### src/hdl/uvs_pkg.sv
// Shared types, constants and helper functions of the UV sphere mesh generator.
package uvs_pkg;

    localparam int MAX_SECTORS      = 255;
    localparam int TRIG_BITS_DEF    = 10;
    localparam int QUEUE_DEPTH_DEF  = 4;
    localparam int CORDIC_STEPS     = 20;
    localparam int CORDIC_W         = 34;
    localparam int DIV_Q            = 17;
    localparam int DIV_W            = 25;
    localparam int CFG_IDX_W        = 2;
    localparam int CFG_DATA_W       = 16;

    localparam logic [CORDIC_W-1:0] CORDIC_GAIN = CORDIC_W'(652032874);

    localparam logic [CFG_IDX_W-1:0] CFG_RADIUS  = 2'd0;
    localparam logic [CFG_IDX_W-1:0] CFG_SECTORS = 2'd1;

    localparam logic OP_VERTEX = 1'b0;
    localparam logic OP_CELL   = 1'b1;

    localparam logic [15:0] RADIUS_RESET  = 16'd256;
    localparam logic [7:0]  SECTORS_RESET = 8'd16;

    typedef struct packed {
        logic        is_cell;
        logic [15:0] k1;
        logic [15:0] k2;
        logic        has_first;
        logic        has_second;
    } t_side;

    typedef struct packed {
        t_side      side;
        logic [7:0] n;
        logic [7:0] i;
        logic [7:0] j;
    } t_q_item;

    typedef struct packed {
        logic        last;
        logic [16:0] pos_x;
        logic [16:0] pos_y;
        logic [16:0] pos_z;
        logic [15:0] norm_x;
        logic [15:0] norm_y;
        logic [15:0] norm_z;
        logic [16:0] tex_s;
        logic [16:0] tex_t;
        logic [15:0] tri_first;
        logic [15:0] tri_second;
        logic [15:0] tri_third;
    } t_res;

    // atan(2^-k) in units of 2^-32 turn
    function automatic logic [CORDIC_W-1:0] atan_turn(input int k);
        logic [CORDIC_W-1:0] v;
        case (k)
            0:       v = CORDIC_W'(536870912);
            1:       v = CORDIC_W'(316933406);
            2:       v = CORDIC_W'(167458907);
            3:       v = CORDIC_W'(85004756);
            4:       v = CORDIC_W'(42667331);
            5:       v = CORDIC_W'(21354465);
            6:       v = CORDIC_W'(10679838);
            7:       v = CORDIC_W'(5340245);
            8:       v = CORDIC_W'(2670163);
            9:       v = CORDIC_W'(1335087);
            10:      v = CORDIC_W'(667544);
            11:      v = CORDIC_W'(333772);
            12:      v = CORDIC_W'(166886);
            13:      v = CORDIC_W'(83443);
            14:      v = CORDIC_W'(41722);
            15:      v = CORDIC_W'(20861);
            16:      v = CORDIC_W'(10430);
            17:      v = CORDIC_W'(5215);
            18:      v = CORDIC_W'(2608);
            19:      v = CORDIC_W'(1304);
            default: v = '0;
        endcase
        return v;
    endfunction

endpackage

### src/hdl/uvs_ifs.sv
// Valid/ready channel interfaces for input items and result beats.
interface uvs_item_if;
    logic       valid;
    logic       ready;
    logic       opcode;
    logic [7:0] stack_index;
    logic [7:0] sector_index;

    modport source(output valid, opcode, stack_index, sector_index, input ready);
    modport sink(input valid, opcode, stack_index, sector_index, output ready);
endinterface


### src/hdl/uvs_front.sv
// Front end: accepts items, clamps count and indices, works out cell vertex indices.
module uvs_front import uvs_pkg::*; (
    uvs_item_if.sink i_item,
    input  logic [7:0] i_sectors,
    input  logic       i_full,
    output logic       o_push,
    output t_q_item    o_entry
);

    logic [7:0]  n;
    logic [7:0]  lim;
    logic [7:0]  ic;
    logic [7:0]  jc;
    logic [16:0] k1w;
    logic [16:0] k2w;
    logic        is_cell;

    assign is_cell = (i_item.opcode == OP_CELL);

    always_comb begin
        if (i_sectors < 8'd2) begin
            n = 8'd2;
        end else if (int'(i_sectors) > MAX_SECTORS) begin
            n = 8'(MAX_SECTORS);
        end else begin
            n = i_sectors;
        end
    end

    assign lim = is_cell ? n - 8'd1 : n;
    assign ic  = (i_item.stack_index  > lim) ? lim : i_item.stack_index;
    assign jc  = (i_item.sector_index > lim) ? lim : i_item.sector_index;

    assign k1w = 17'(ic) * 17'({1'b0, n} + 9'd1) + 17'(jc);
    assign k2w = k1w + 17'(n) + 17'd1;

    assign i_item.ready = !i_full;
    assign o_push       = i_item.valid && !i_full;

    always_comb begin
        o_entry                 = '0;
        o_entry.n               = n;
        o_entry.i               = ic;
        o_entry.j               = jc;
        o_entry.side.is_cell    = is_cell;
        o_entry.side.k1         = k1w[15:0];
        o_entry.side.k2         = k2w[15:0];
        o_entry.side.has_first  = (ic != 8'd0);
        o_entry.side.has_second = (ic != n - 8'd1);
    end

endmodule

### src/flat_wrapper.sv
// flat-port wrapper written by rule: the top's interface ports become plain ports
module uvs_front_flat import uvs_pkg::*;
  (i_sectors, i_full, o_push, o_entry, i_item_valid, i_item_opcode, i_item_stack_index, i_item_sector_index, i_item_ready);
  uvs_item_if i_item_i ();
  input  logic [7:0] i_sectors;
  input  logic i_full;
  output logic o_push;
  output t_q_item o_entry;
  input wire logic [$bits(i_item_i.valid)-1:0] i_item_valid;
  input wire logic [$bits(i_item_i.opcode)-1:0] i_item_opcode;
  input wire logic [$bits(i_item_i.stack_index)-1:0] i_item_stack_index;
  input wire logic [$bits(i_item_i.sector_index)-1:0] i_item_sector_index;
  output wire logic [$bits(i_item_i.ready)-1:0] i_item_ready;
  assign i_item_i.valid = i_item_valid;
  assign i_item_i.opcode = i_item_opcode;
  assign i_item_i.stack_index = i_item_stack_index;
  assign i_item_i.sector_index = i_item_sector_index;
  assign i_item_ready = i_item_i.ready;
  uvs_front u_core (.i_item(i_item_i), .i_sectors(i_sectors), .i_full(i_full), .o_push(o_push), .o_entry(o_entry));
endmodule
### config.mk
export PLATFORM = sky130hd
export DESIGN_NAME = uvs_front_flat
export DESIGN_NICKNAME = d
export VERILOG_FILES = /design/src/hdl/uvs_pkg.sv /design/src/hdl/uvs_ifs.sv /design/src/hdl/uvs_front.sv /design/src/flat_wrapper.sv
export SDC_FILE = /design/constraint.sdc
export NUM_CORES = 1
export LEC_CHECK = 0
export CAP_MARGIN = 20
export CORE_UTILIZATION = 45
export DETAILED_ROUTE_END_ITERATION = 8
export DONT_BUFFER_PORTS = 1
export PLACE_DENSITY_LB_ADDON = 0.12
export RECOVER_POWER = 50
export REMOVE_ABC_BUFFERS = 1
export SYNTH_ARGS = -nofsm -noshare
export SYNTH_HDL_FRONTEND = slang
export SYNTH_SLANG_ARGS = --single-unit
### constraint.sdc
create_clock -name vclk -period 17
set_input_delay 2.55 -clock vclk [all_inputs]
set_output_delay 2.55 -clock vclk [all_outputs]
set_load 0.02 [all_outputs]
# Yosys cells after proc, flatten, opt, wreduce, memory -nomap -nowiden

Index checks and enable logic that the tools add are counted.

Input port bits: 27
Flip-flop bits (word level): 0
Output and inout port bits: 61
Logic and storage cells: 17

$add $sub $neg: 5
Eq/ne operators: 1
Magnitude comparators: 3
Multipliers: 1
Multiplexer cells: 4
Reduce and logical (&&, ||, !) cells: 3

Operator list:

| cell                                                                          | number |
|---|---|
| 16-bit by 8-bit adder with 16-bit output                                      | 2 |
| 8-bit two-way mux                                                             | 4 |
| 8-bit by 17-bit multiplier with 16-bit output                                 | 1 |
| 16-bit by 1-bit adder with 16-bit output (second input constant)              | 1 |
| 8-bit > comparator                                                            | 2 |
| 8-bit by 1-bit adder with 9-bit output (second input constant)                | 1 |
| 8-bit by 2-bit less-than comparator with 1-bit output (second input constant) | 1 |
| 8-bit inequality test                                                         | 1 |
| 8-bit nonzero test                                                            | 1 |
| 8-bit by 1-bit subtractor with 8-bit output (second input constant)           | 1 |
| 1-bit logical AND                                                             | 1 |
| 1-bit zero test                                                               | 1 |

# Logic depth before layout (Yosys ltp)

Depth in word-level cells: 10
Mapped depth: 38
Gate-level depth less buffers: 36

# Worst setup path before layout

OpenSTA, ideal clock, no wires.

Kind: input port to output port
Start point: in i_sectors[4]
End point: out o_entry[41] (netlist bit)
Arrival time: 11701 ps
Required time: 14450 ps
Buffers on the path: 2
Stages: 34
Path slack: 2749 ps
Cells stage by stage: buf_4 -> or4_1 -> buf_6 -> nand2b_1 -> o21ai_0 -> ha_1 -> nand2_1 -> xnor2_1 -> inv_1 -> ha_1 -> a21o_1 -> a211oi_1 -> a21oi_1 -> maj3_2 -> a21oi_4 -> nor2_1 -> a21oi_1 -> nand2_1 -> fa_1 -> inv_1 -> fa_1 -> inv_1 -> fa_1 -> fa_1 -> inv_1 -> ha_1 -> o21ai_0 -> o21bai_1 -> a2111oi_0 -> nor3_1 -> a2111o_1 -> a21oi_1 -> xnor2_1 -> xnor2_1

RTL lines:

| what            | line              | RTL |
|---|---|---|
| start, declared | flat_wrapper.sv:5 | `input logic [7:0] i_sectors;` |
| end, declared   | flat_wrapper.sv:8 | `output t_q_item o_entry;` |

==> flow_summary.ini <==
[outcome]
status = completed

[cts]
ctsHoldBuffers = 0
cts_resized = 0
post_cts.repair.setup_buffers = 0

[drt]
drc = 0
routedWlPerCell_um = 15.8
drt_wl_total_mm = 9.77
vias = 3325
postRouteAntennaNets = 0
drt-initial-drc-count = 156
viasPerCell = 5.39
first_pass_iters = 4

[sta]
post-route-min-period_ns = 15.70
fin_ws_ns = 1.30
rsz0062_at_grt = false
holdWs_ns = 5.10
max_freq_mhz = 63.7
slew_viol_final = 0
finalHoldViolations = 0
layout_worst_path_cycle_share = 0.924
finalSetupTns_ns = 0
setup_viol = 0
slew_headroom = 0.272
worst-slew-pin-transition_ns = 1.06

[hold_path]
hold_depth = 0
hp-class = in2out

[cells_and_area]
final_core_util = 0.470
insertedDiodeCount = 0
syn_to_final_growth_pct = 1.04
nFillCells = 916
final_nets = 645
multiInputGateArea_um2 = 3570
seq_cells = 0
regArea_um2 = 0
n_clock_buffer = 0
drive_gt1_frac = 0.0334

[floorplanning]
fp-row-count = 34
io_pins = 88
dieArea_um2 = 9450
design.core.area_um2 = 8760
die_w_um = 97.2
die_h_um = 97.2
initial_utilization = 0.465

[placed_design]
gp_congestion = 0.852
io_buffer_count = 0
dp_slack_ns = 1.82
hpwl_mm = 8.46

[synthesis]
synthXorXnorAreaFrac = 0.118
yosysUniqueCellTypes = 50
yosysWarnings = 0
netlist_area_um2 = 4080
synth_area_per_cell_um2 = 7.83
synth.yosys.seq_area_share = 0
synth.area.mux_share = 0.0537
synth_top_family_by_area = adder cells
synth_fa_ha_area_frac = 0.433
synth_cells = 521
synth-compound-area-share = 0.102
synth_simple_gate_area_share = 0.175

[setup_path]
crit_family = compound AO/OA/AOI/OAI gates
critPathKind = in2out
max_stage_delay_ns = 0.96
worst-path-stages = 32
end_kind = output pin
slowest_stage = a2111oi_0
worst-path-buf-inv = 5
cp_max_fo = 11
cp-start-kind = input pin
cp.arrival_ns = 13.15
critical_path_required_ns = 14.45

[global_route]
grt_pass1_wl_mm = 16.8
grt_max_degree = 18
antenna_found_initial = 0
grt_pass1_vias = 3389
globalRouteTotalUtil = 0.216
grt_overflow_total = 0

[flow_run]
max-cap-violations = 0
cells in the mapped netlist, drive strengths merged (4+ instances only):
master	number	area share
inv	102	0.094
nor2	62	0.061
ha	57	0.17
fa	50	0.25
xnor2	43	0.092
nand2	37	0.034
a21oi	21	0.029
o21ai	13	0.016
xor2	12	0.026
clkbuf	11	0.010
mux2i	11	0.029
nand3	10	0.012
mux2	9	0.025
nor3	8	0.011
buf	7	0.015
a21o	6	0.011
nand4	6	0.0092
or2	6	0.0092
maj3	5	0.013
nand2b	5	0.0077
a211oi	4	0.0074
nor2b	4	0.0061
nor4	4	0.0061
final cells by class:
class | instances | area share
Timing Repair Buffer | 6 | 0.00729
Multi-Input combinational cell | 401 | 0.867
Inverter | 102 | 0.0929
Tap cell | 108 | 0.0328
cells by family (layout without fill, tap and decap cells):
group	Yosys count	in the layout
adders and majority gates	112	112
muxes	20	20
xor gates and xnor gates	55	55
AOI/OAI and AO/OA	61	61
buffers and inverters	120	108
and+or+nand+nor	153	153
cell usage in the layout, fill, tap and decap left out, drive strengths merged, types with 11 or more instances in the layout:
master	n
inv	102
a21oi	21
fa	50
mux2i	11
xor2	12
nor2	62
ha	57
xnor2	43
nand2	37
o21ai	13
per-layer routing:
metal / part of all wire / vias up / track usage / wire [um]
met5: 0 / - / 0 / 0
met4: 0.010 / 0 / 0.0218 / 101
met3: 0.052 / 8 / 0.0144 / 508
met2: 0.47 / 88 / 0.373 / 4570
met1: 0.47 / 1576 / 0.305 / 4590
li1: - / 1653 / - / -
metrics by stage:
stage	cell area (um^2)	cells
2_1_floorplan	3980	503
3_3_place_gp	4160	617
3_5_place_dp	4160	617
4_1_cts	4160	617
5_1_grt	4120	617
6_report	4120	617
path summary, 6_finish.rpt:
| path | startpoint | endpoint | slack [ns] |
|---|---|---|---|
| max | i_sectors[5] | o_entry[41] | 1.30 |
| min | i_sectors[3] | o_entry[19] | 5.10 |
Power is not shown: default switching activity piles up to over one toggle a cycle in this logic, so the estimate is an artifact.
