**config.mk**
```make
export PLATFORM = sky130hd
export DESIGN_NAME = uvs_queue
export DESIGN_NICKNAME = d
export VERILOG_FILES = /design/src/hdl/uvs_pkg.sv /design/src/hdl/uvs_queue.sv
export SDC_FILE = /design/constraint.sdc
export NUM_CORES = 1
export LEC_CHECK = 0
export ABC_AREA = 1
export BUFFER_PORTS_ARGS = -buffer_cell sky130_fd_sc_hd__buf_2
export CORE_MARGIN = 2
export CORE_UTILIZATION = 50
export CTS_CLUSTER_SIZE = 40
export DETAILED_ROUTE_END_ITERATION = 12
export HOLD_SLACK_MARGIN = 0.12
export PLACE_DENSITY = 0.73
export SETUP_SLACK_MARGIN = 0.1
export SLEW_MARGIN = 20
export SYNTH_ARGS = -nofsm -noshare
export SYNTH_HDL_FRONTEND = slang
export SYNTH_SLANG_ARGS = --single-unit
```
**constraint.sdc**
```tcl
create_clock -name i_clk -period 2.65 [get_ports i_clk]
set_clock_uncertainty 0.1 [all_clocks]
set_input_delay 0.53 -clock i_clk [delete_from_list [all_inputs] [get_ports i_clk]]
set_output_delay 0.53 -clock i_clk [all_outputs]
set_load 0.1 [all_outputs]
```
**src/hdl/uvs_pkg.sv**
```systemverilog
// Shared types, constants and helper functions of the UV sphere mesh generator.
package uvs_pkg;

    localparam int MAX_SECTORS      = 255;
    localparam int TRIG_BITS_DEF    = 10;
    localparam int QUEUE_DEPTH_DEF  = 4;
    localparam int CORDIC_STEPS     = 20;
    localparam int CORDIC_W         = 34;
    localparam int DIV_Q            = 17;
    localparam int DIV_W            = 25;
    localparam int CFG_IDX_W        = 2;
    localparam int CFG_DATA_W       = 16;

    localparam logic [CORDIC_W-1:0] CORDIC_GAIN = CORDIC_W'(652032874);

    localparam logic [CFG_IDX_W-1:0] CFG_RADIUS  = 2'd0;
    localparam logic [CFG_IDX_W-1:0] CFG_SECTORS = 2'd1;

    localparam logic OP_VERTEX = 1'b0;
    localparam logic OP_CELL   = 1'b1;

    localparam logic [15:0] RADIUS_RESET  = 16'd256;
    localparam logic [7:0]  SECTORS_RESET = 8'd16;

    typedef struct packed {
        logic        is_cell;
        logic [15:0] k1;
        logic [15:0] k2;
        logic        has_first;
        logic        has_second;
    } t_side;

    typedef struct packed {
        t_side      side;
        logic [7:0] n;
        logic [7:0] i;
        logic [7:0] j;
    } t_q_item;

    typedef struct packed {
        logic        last;
        logic [16:0] pos_x;
        logic [16:0] pos_y;
        logic [16:0] pos_z;
        logic [15:0] norm_x;
        logic [15:0] norm_y;
        logic [15:0] norm_z;
        logic [16:0] tex_s;
        logic [16:0] tex_t;
        logic [15:0] tri_first;
        logic [15:0] tri_second;
        logic [15:0] tri_third;
    } t_res;

    // atan(2^-k) in units of 2^-32 turn
    function automatic logic [CORDIC_W-1:0] atan_turn(input int k);
        logic [CORDIC_W-1:0] v;
        case (k)
            0:       v = CORDIC_W'(536870912);
            1:       v = CORDIC_W'(316933406);
            2:       v = CORDIC_W'(167458907);
            3:       v = CORDIC_W'(85004756);
            4:       v = CORDIC_W'(42667331);
            5:       v = CORDIC_W'(21354465);
            6:       v = CORDIC_W'(10679838);
            7:       v = CORDIC_W'(5340245);
            8:       v = CORDIC_W'(2670163);
            9:       v = CORDIC_W'(1335087);
            10:      v = CORDIC_W'(667544);
            11:      v = CORDIC_W'(333772);
            12:      v = CORDIC_W'(166886);
            13:      v = CORDIC_W'(83443);
            14:      v = CORDIC_W'(41722);
            15:      v = CORDIC_W'(20861);
            16:      v = CORDIC_W'(10430);
            17:      v = CORDIC_W'(5215);
            18:      v = CORDIC_W'(2608);
            19:      v = CORDIC_W'(1304);
            default: v = '0;
        endcase
        return v;
    endfunction

endpackage

```
**src/hdl/uvs_queue.sv**
```systemverilog
// Short queue of classified items between front and back end.
module uvs_queue import uvs_pkg::*; #(
    parameter int DEPTH = QUEUE_DEPTH_DEF
) (
    input  logic    i_clk,
    input  logic    i_rst_n,
    input  logic    i_push,
    input  t_q_item i_entry,
    input  logic    i_pop,
    output t_q_item o_head,
    output logic    o_full,
    output logic    o_empty
);

    localparam int PW = (DEPTH > 1) ? $clog2(DEPTH) : 1;
    localparam int CW = $clog2(DEPTH + 1);

    t_q_item         r_mem [DEPTH];
    logic [PW-1:0]   r_wr;
    logic [PW-1:0]   r_rd;
    logic [CW-1:0]   r_count;

    assign o_full  = (r_count == CW'(DEPTH));
    assign o_empty = (r_count == '0);
    assign o_head  = r_mem[r_rd];

    always_ff @(posedge i_clk) begin
        if (i_push) begin
            r_mem[r_wr] <= i_entry;
        end
    end

    always_ff @(posedge i_clk) begin
        if (!i_rst_n) begin
            r_wr    <= '0;
            r_rd    <= '0;
            r_count <= '0;
        end else begin
            if (i_push) begin
                r_wr <= (r_wr == PW'(DEPTH - 1)) ? '0 : r_wr + PW'(1);
            end
            if (i_pop) begin
                r_rd <= (r_rd == PW'(DEPTH - 1)) ? '0 : r_rd + PW'(1);
            end
            if (i_push && !i_pop) begin
                r_count <= r_count + CW'(1);
            end else if (!i_push && i_pop) begin
                r_count <= r_count - CW'(1);
            end
        end
    end

    a_no_overflow: assert property (@(posedge i_clk) disable iff (!i_rst_n)
        (i_push && !i_pop) |-> (r_count < CW'(DEPTH)))
        else $error("queue push while full");

    a_no_underflow: assert property (@(posedge i_clk) disable iff (!i_rst_n)
        i_pop |-> (r_count != '0))
        else $error("queue pop while empty");

endmodule

```
Word level (Yosys, flattened, before mapping)

Memories as Yosys holds them, arrays and structs flattened. A register that Yosys moved wholly into a read port is not among the register bits.
Index checks and enable logic that the tools add are counted.

Register bits after elaboration: 7
Bits in writable memories: 236
Bits of input ports: 63
Output and inout bits: 61
Logic and storage cells: 25
Memories: 1

Add/sub/neg operators: 4
Eq/ne operators: 3
Multiplexer cells: 8
Reduce and logical (&&, ||, !) cells: 6

Memory list:

| name  | words | bits a word | read ports | clocked after Yosys merged registers in | wr ports | line            | source |
|---|---|---|---|---|---|---|---|
| r_mem | 4     | 59          | 1          | 1                                       | 1        | uvs_queue.sv:18 | `t_q_item r_mem [DEPTH];` |

Operators with widths:

| operator                                         | number |
|---|---|
| 2-to-1 mux 2 bit                                 | 4 |
| 2-to-1 mux 3 bit                                 | 2 |
| adder 2 x 1 -> 2 bit, second input constant      | 2 |
| == test 2 bit, second input constant             | 2 |
| adder 3 x 1 -> 3 bit, second input constant      | 1 |
| == test 3 bit, second input constant             | 1 |
| zero test 3 bit                                  | 1 |
| subtractor 3 x 1 -> 3 bit, second input constant | 1 |
| logical AND 1 bit                                | 2 |
| zero test 1 bit                                  | 2 |
| 2-to-1 mux 1 bit                                 | 2 |
| nonzero test 2 bit                               | 1 |

Longest topological paths before layout

Word-level depth: 4
Mapped depth: 10
Mapped depth without buffers: 10

Worst setup path before layout

No wires, ideal clock.

Path kind: register -> output
Start: register r_count[0]
End: output port o_empty
Arrival time: 2.418 ns
Data required time: 2.020 ns
Slack: -0.398 ns
Cell stages (with the launch flop): 2
Path buffers: 0
Cell sequence: dfxtp_1 -> nor3_1

Cells in the longest elaborated chain, start to end: 1

RTL lines:

| item                     | line            | source |
|---|---|---|
| start: declaration       | uvs_queue.sv:21 | `logic [CW-1:0] r_count;` |
| start signal: assignment | uvs_queue.sv:46 | `r_count <= r_count + CW'(1);` |
| start signal: assignment | uvs_queue.sv:48 | `r_count <= r_count - CW'(1);` |
| zero test 3 bit          | uvs_queue.sv:24 | `assign o_empty = (r_count == '0);` |
| end: declaration         | uvs_queue.sv:12 | `output logic o_empty` |

Every way passes these cells.

==> flow_summary.json <==
{
  "ios": 124,
  "cts-htree-levels": 1,
  "timing.critical_path.slowest_stage_cell": "dfxtp_4",
  "multi_input_area_um2": 2000,
  "gp_congestion": 0.730,
  "post-route-min-period_ns": 2.52,
  "unrepaired_setup_endpoints_after_global_routing": "true",
  "avg_inst_size_synth_um2": 14.6,
  "clock_path_buffers": 3,
  "start_util_pct": 51.1,
  "timing_worst_setup_path_type": "register to output port",
  "worst_slew_margin_rel_pct": 61.7,
  "hold_path_class": "input port to register",
  "synth_area_um2": 9180,
  "post-route-util_pct": 68.2,
  "cts.clk_slew.worst_paths_ns": 0.06,
  "grt_first_pass_wirelength_um": 31800,
  "ys_seq_elements": 245,
  "status": "finished clean",
  "drtPass1Iterations": 4,
  "via_per_instance_ratio": 5.76,
  "design.final.nets": 832,
  "dieArea_um2": 19500,
  "max_stage_delay_ns": 0.49,
  "seq_area_um2": 7270,
  "number_of_nets_in_the_synthesized_netlist": 699,
  "wl_per_cell_um": 20.8,
  "timing_max_transition_violations_final": 0,
  "finalHoldViolCount": 0,
  "max_freq_mhz": 397,
  "share_of_yosys_cell_area_claimed_by_the_top_area_cell_type_pct": 77.2,
  "power.density_nw_per_um2": 839,
  "worst_pin_slew_ns": 0.574,
  "timing.critical_path.to_type": "output port",
  "ir_worst_vdd_mv": 0.688,
  "rows": 49,
  "setup_tns_ns": 0,
  "max-cap-violations": 0,
  "fin_cells": 1010,
  "setup_viol": 0,
  "synth.yosys.seq_area_share_pct": 79.2,
  "fillers": 1178,
  "port_buffers": 123,
  "clock-root-buffer": "clkbuf_16",
  "number_of_cell_instances_on_the_worst_register_to_register_path": 4,
  "crit_arrival_ns": 1.89,
  "r2r_setup_slack_ns": 0.95,
  "tritoncts": "yes",
  "cp_data_required_time_ns": 2.02,
  "cts-buffers-inserted": 24,
  "groute.usage.overall_pct": 20.8,
  "clk_latency_ns": 0.50,
  "worstPathCellList": "buf_6 -> o21ai_0 -> o22ai_2 -> buf_12",
  "critical_path_buf_inv_count": 2,
  "grt.overflow.total": 0,
  "synthTopCellsByArea": "edfxtp_1, o21ai_0, nor2_1",
  "total_wire_length_um": 21000,
  "die_w_um": 139,
  "p_leak_nw": 4.43,
  "die-height_um": 139,
  "dpl.cell_count": 958,
  "number_of_global_route_vias_before_repair": 6092,
  "hold_path_depth": 1,
  "finalHoldWorstSlack_ns": 0.140,
  "worstPathMaxFanout": 20,
  "yosysWarningCount": 0,
  "final_min_period_over_clock_period_pct": 95.1,
  "drc": 0,
  "clock_sink_count": 245,
  "drt.antenna.violating_nets": 0,
  "netlist.top_cell.by_area": "edfxtp_1",
  "critPathLaunchType": "register",
  "timing.critical_path.max_delay_family": "flip-flops",
  "post_synth_inst_count": 629,
  "timing.critical_path.depth": 4,
  "grt_max_degree": 63,
  "post_route_cells_drive_above_1_share_pct": 31.1,
  "design.core.area_um2": 18000,
  "hpwlAfterDp_um": 11700,
  "initial_antenna_violation_count": 3,
  "vias": 5814,
  "detail_route.iter0.violations": 447,
  "synth_cell_types": 22,
  "area.growth.synth_to_final_pct": 33.6
}
[flip-flops by register name (all words and copies together) (netlist names), named ones only]
name and cells:
r_rd 2, r_mem 236, r_wr 2, r_count 3
[metrics by stage]
step	setup slack [ns]	total power, mW	area [um2]
6_report	0.129	10.3	12300
3_3_place_gp	0.549	6.92	11300
3_5_place_dp	0.499	6.98	11300
2_1_floorplan	-0.398	6.09	9550
5_1_grt	0.0517	10.6	12300
4_1_cts	0.136	10.3	12200
[cell usage in the layout (no fill, tap or decap), drive strengths merged, types with 2 or more instances in the layout]
cell    instances
diode           2
nand2           8
nor3            4
clkinv          9
nor2          126
ha              6
bufinv          3
buf           142
clkbuf         32
inv            16
o22ai          59
dfxtp           9
o21ai         121
edfxtp        236
a21oi           3
[cell type report]
cell class                      count  area share [%]
Sequential cell                   245            59.3
Multi-Input combinational cell    331            16.3
Timing Repair Buffer              144            15.1
Clock buffer                       31            5.29
Tap cell                          229            2.34
Clock inverter                     12            1.04
Inverter                           16           0.551
Antenna cell                        2          0.0408
[logic make-up (layout without fill, tap and decap cells)]
group	Yosys count	in the layout	synth area share, %
flops	245	245	79.2
compound gates	183	183	10.8
simple gates	140	140	5.82
buf+inv	53	203	3.08
fa+ha+maj	7	7	1.04
xor+xnor	1	1	0.0955
other cells	0	2	0
[path summary, 6_finish.rpt]
check              startpoint      endpoint
setup / recovery     register    o_head[11]
hold / removal    i_entry[11]  r_mem[0][11]
setup reg to reg      r_wr[0]  r_mem[3][26]
hold reg to reg       r_rd[0]      register
[power breakdown]
group          switching [mW]  internal [mW]  leakage (nW)
Clock                    1.34           2.01         0.379
Combinational            1.67          0.795          1.80
Sequential             0.0567           4.42          2.24
[repair_timing]
item | CTS | global route
buffers inserted | 1 | 3
gates cloned | 2 | 1
hold buffers | 0 | 0
resized for setup | 5 | 4
endpoints found under the setup margin | 59 | 23
pin swaps | 0 | 0
[synth_stat cells (all sizes together)]
cell type / number
a21oi: 3
buf: 20
clkbuf: 17
dfxtp: 9
edfxtp: 236
fa: 1
ha: 6
inv: 16
nand2: 8
nand3: 1
nand4: 1
nor2: 126
nor3: 4
o21ai: 121
o22ai: 59
xor2: 1
[routing by layer]
metal / wire length, um / vias to the layer above / part of all wire [%] / GRT usage, %
li1: - / 2635 / - / -
met1: 8450 / 2913 / 40 / 26.7
met2: 10400 / 225 / 50 / 35.0
met3: 1720 / 39 / 8.2 / 5.33
met4: 347 / 2 / 1.7 / 6.33
met5: 13 / - / 0.062 / 0
(Power assumes the default switching activity.)
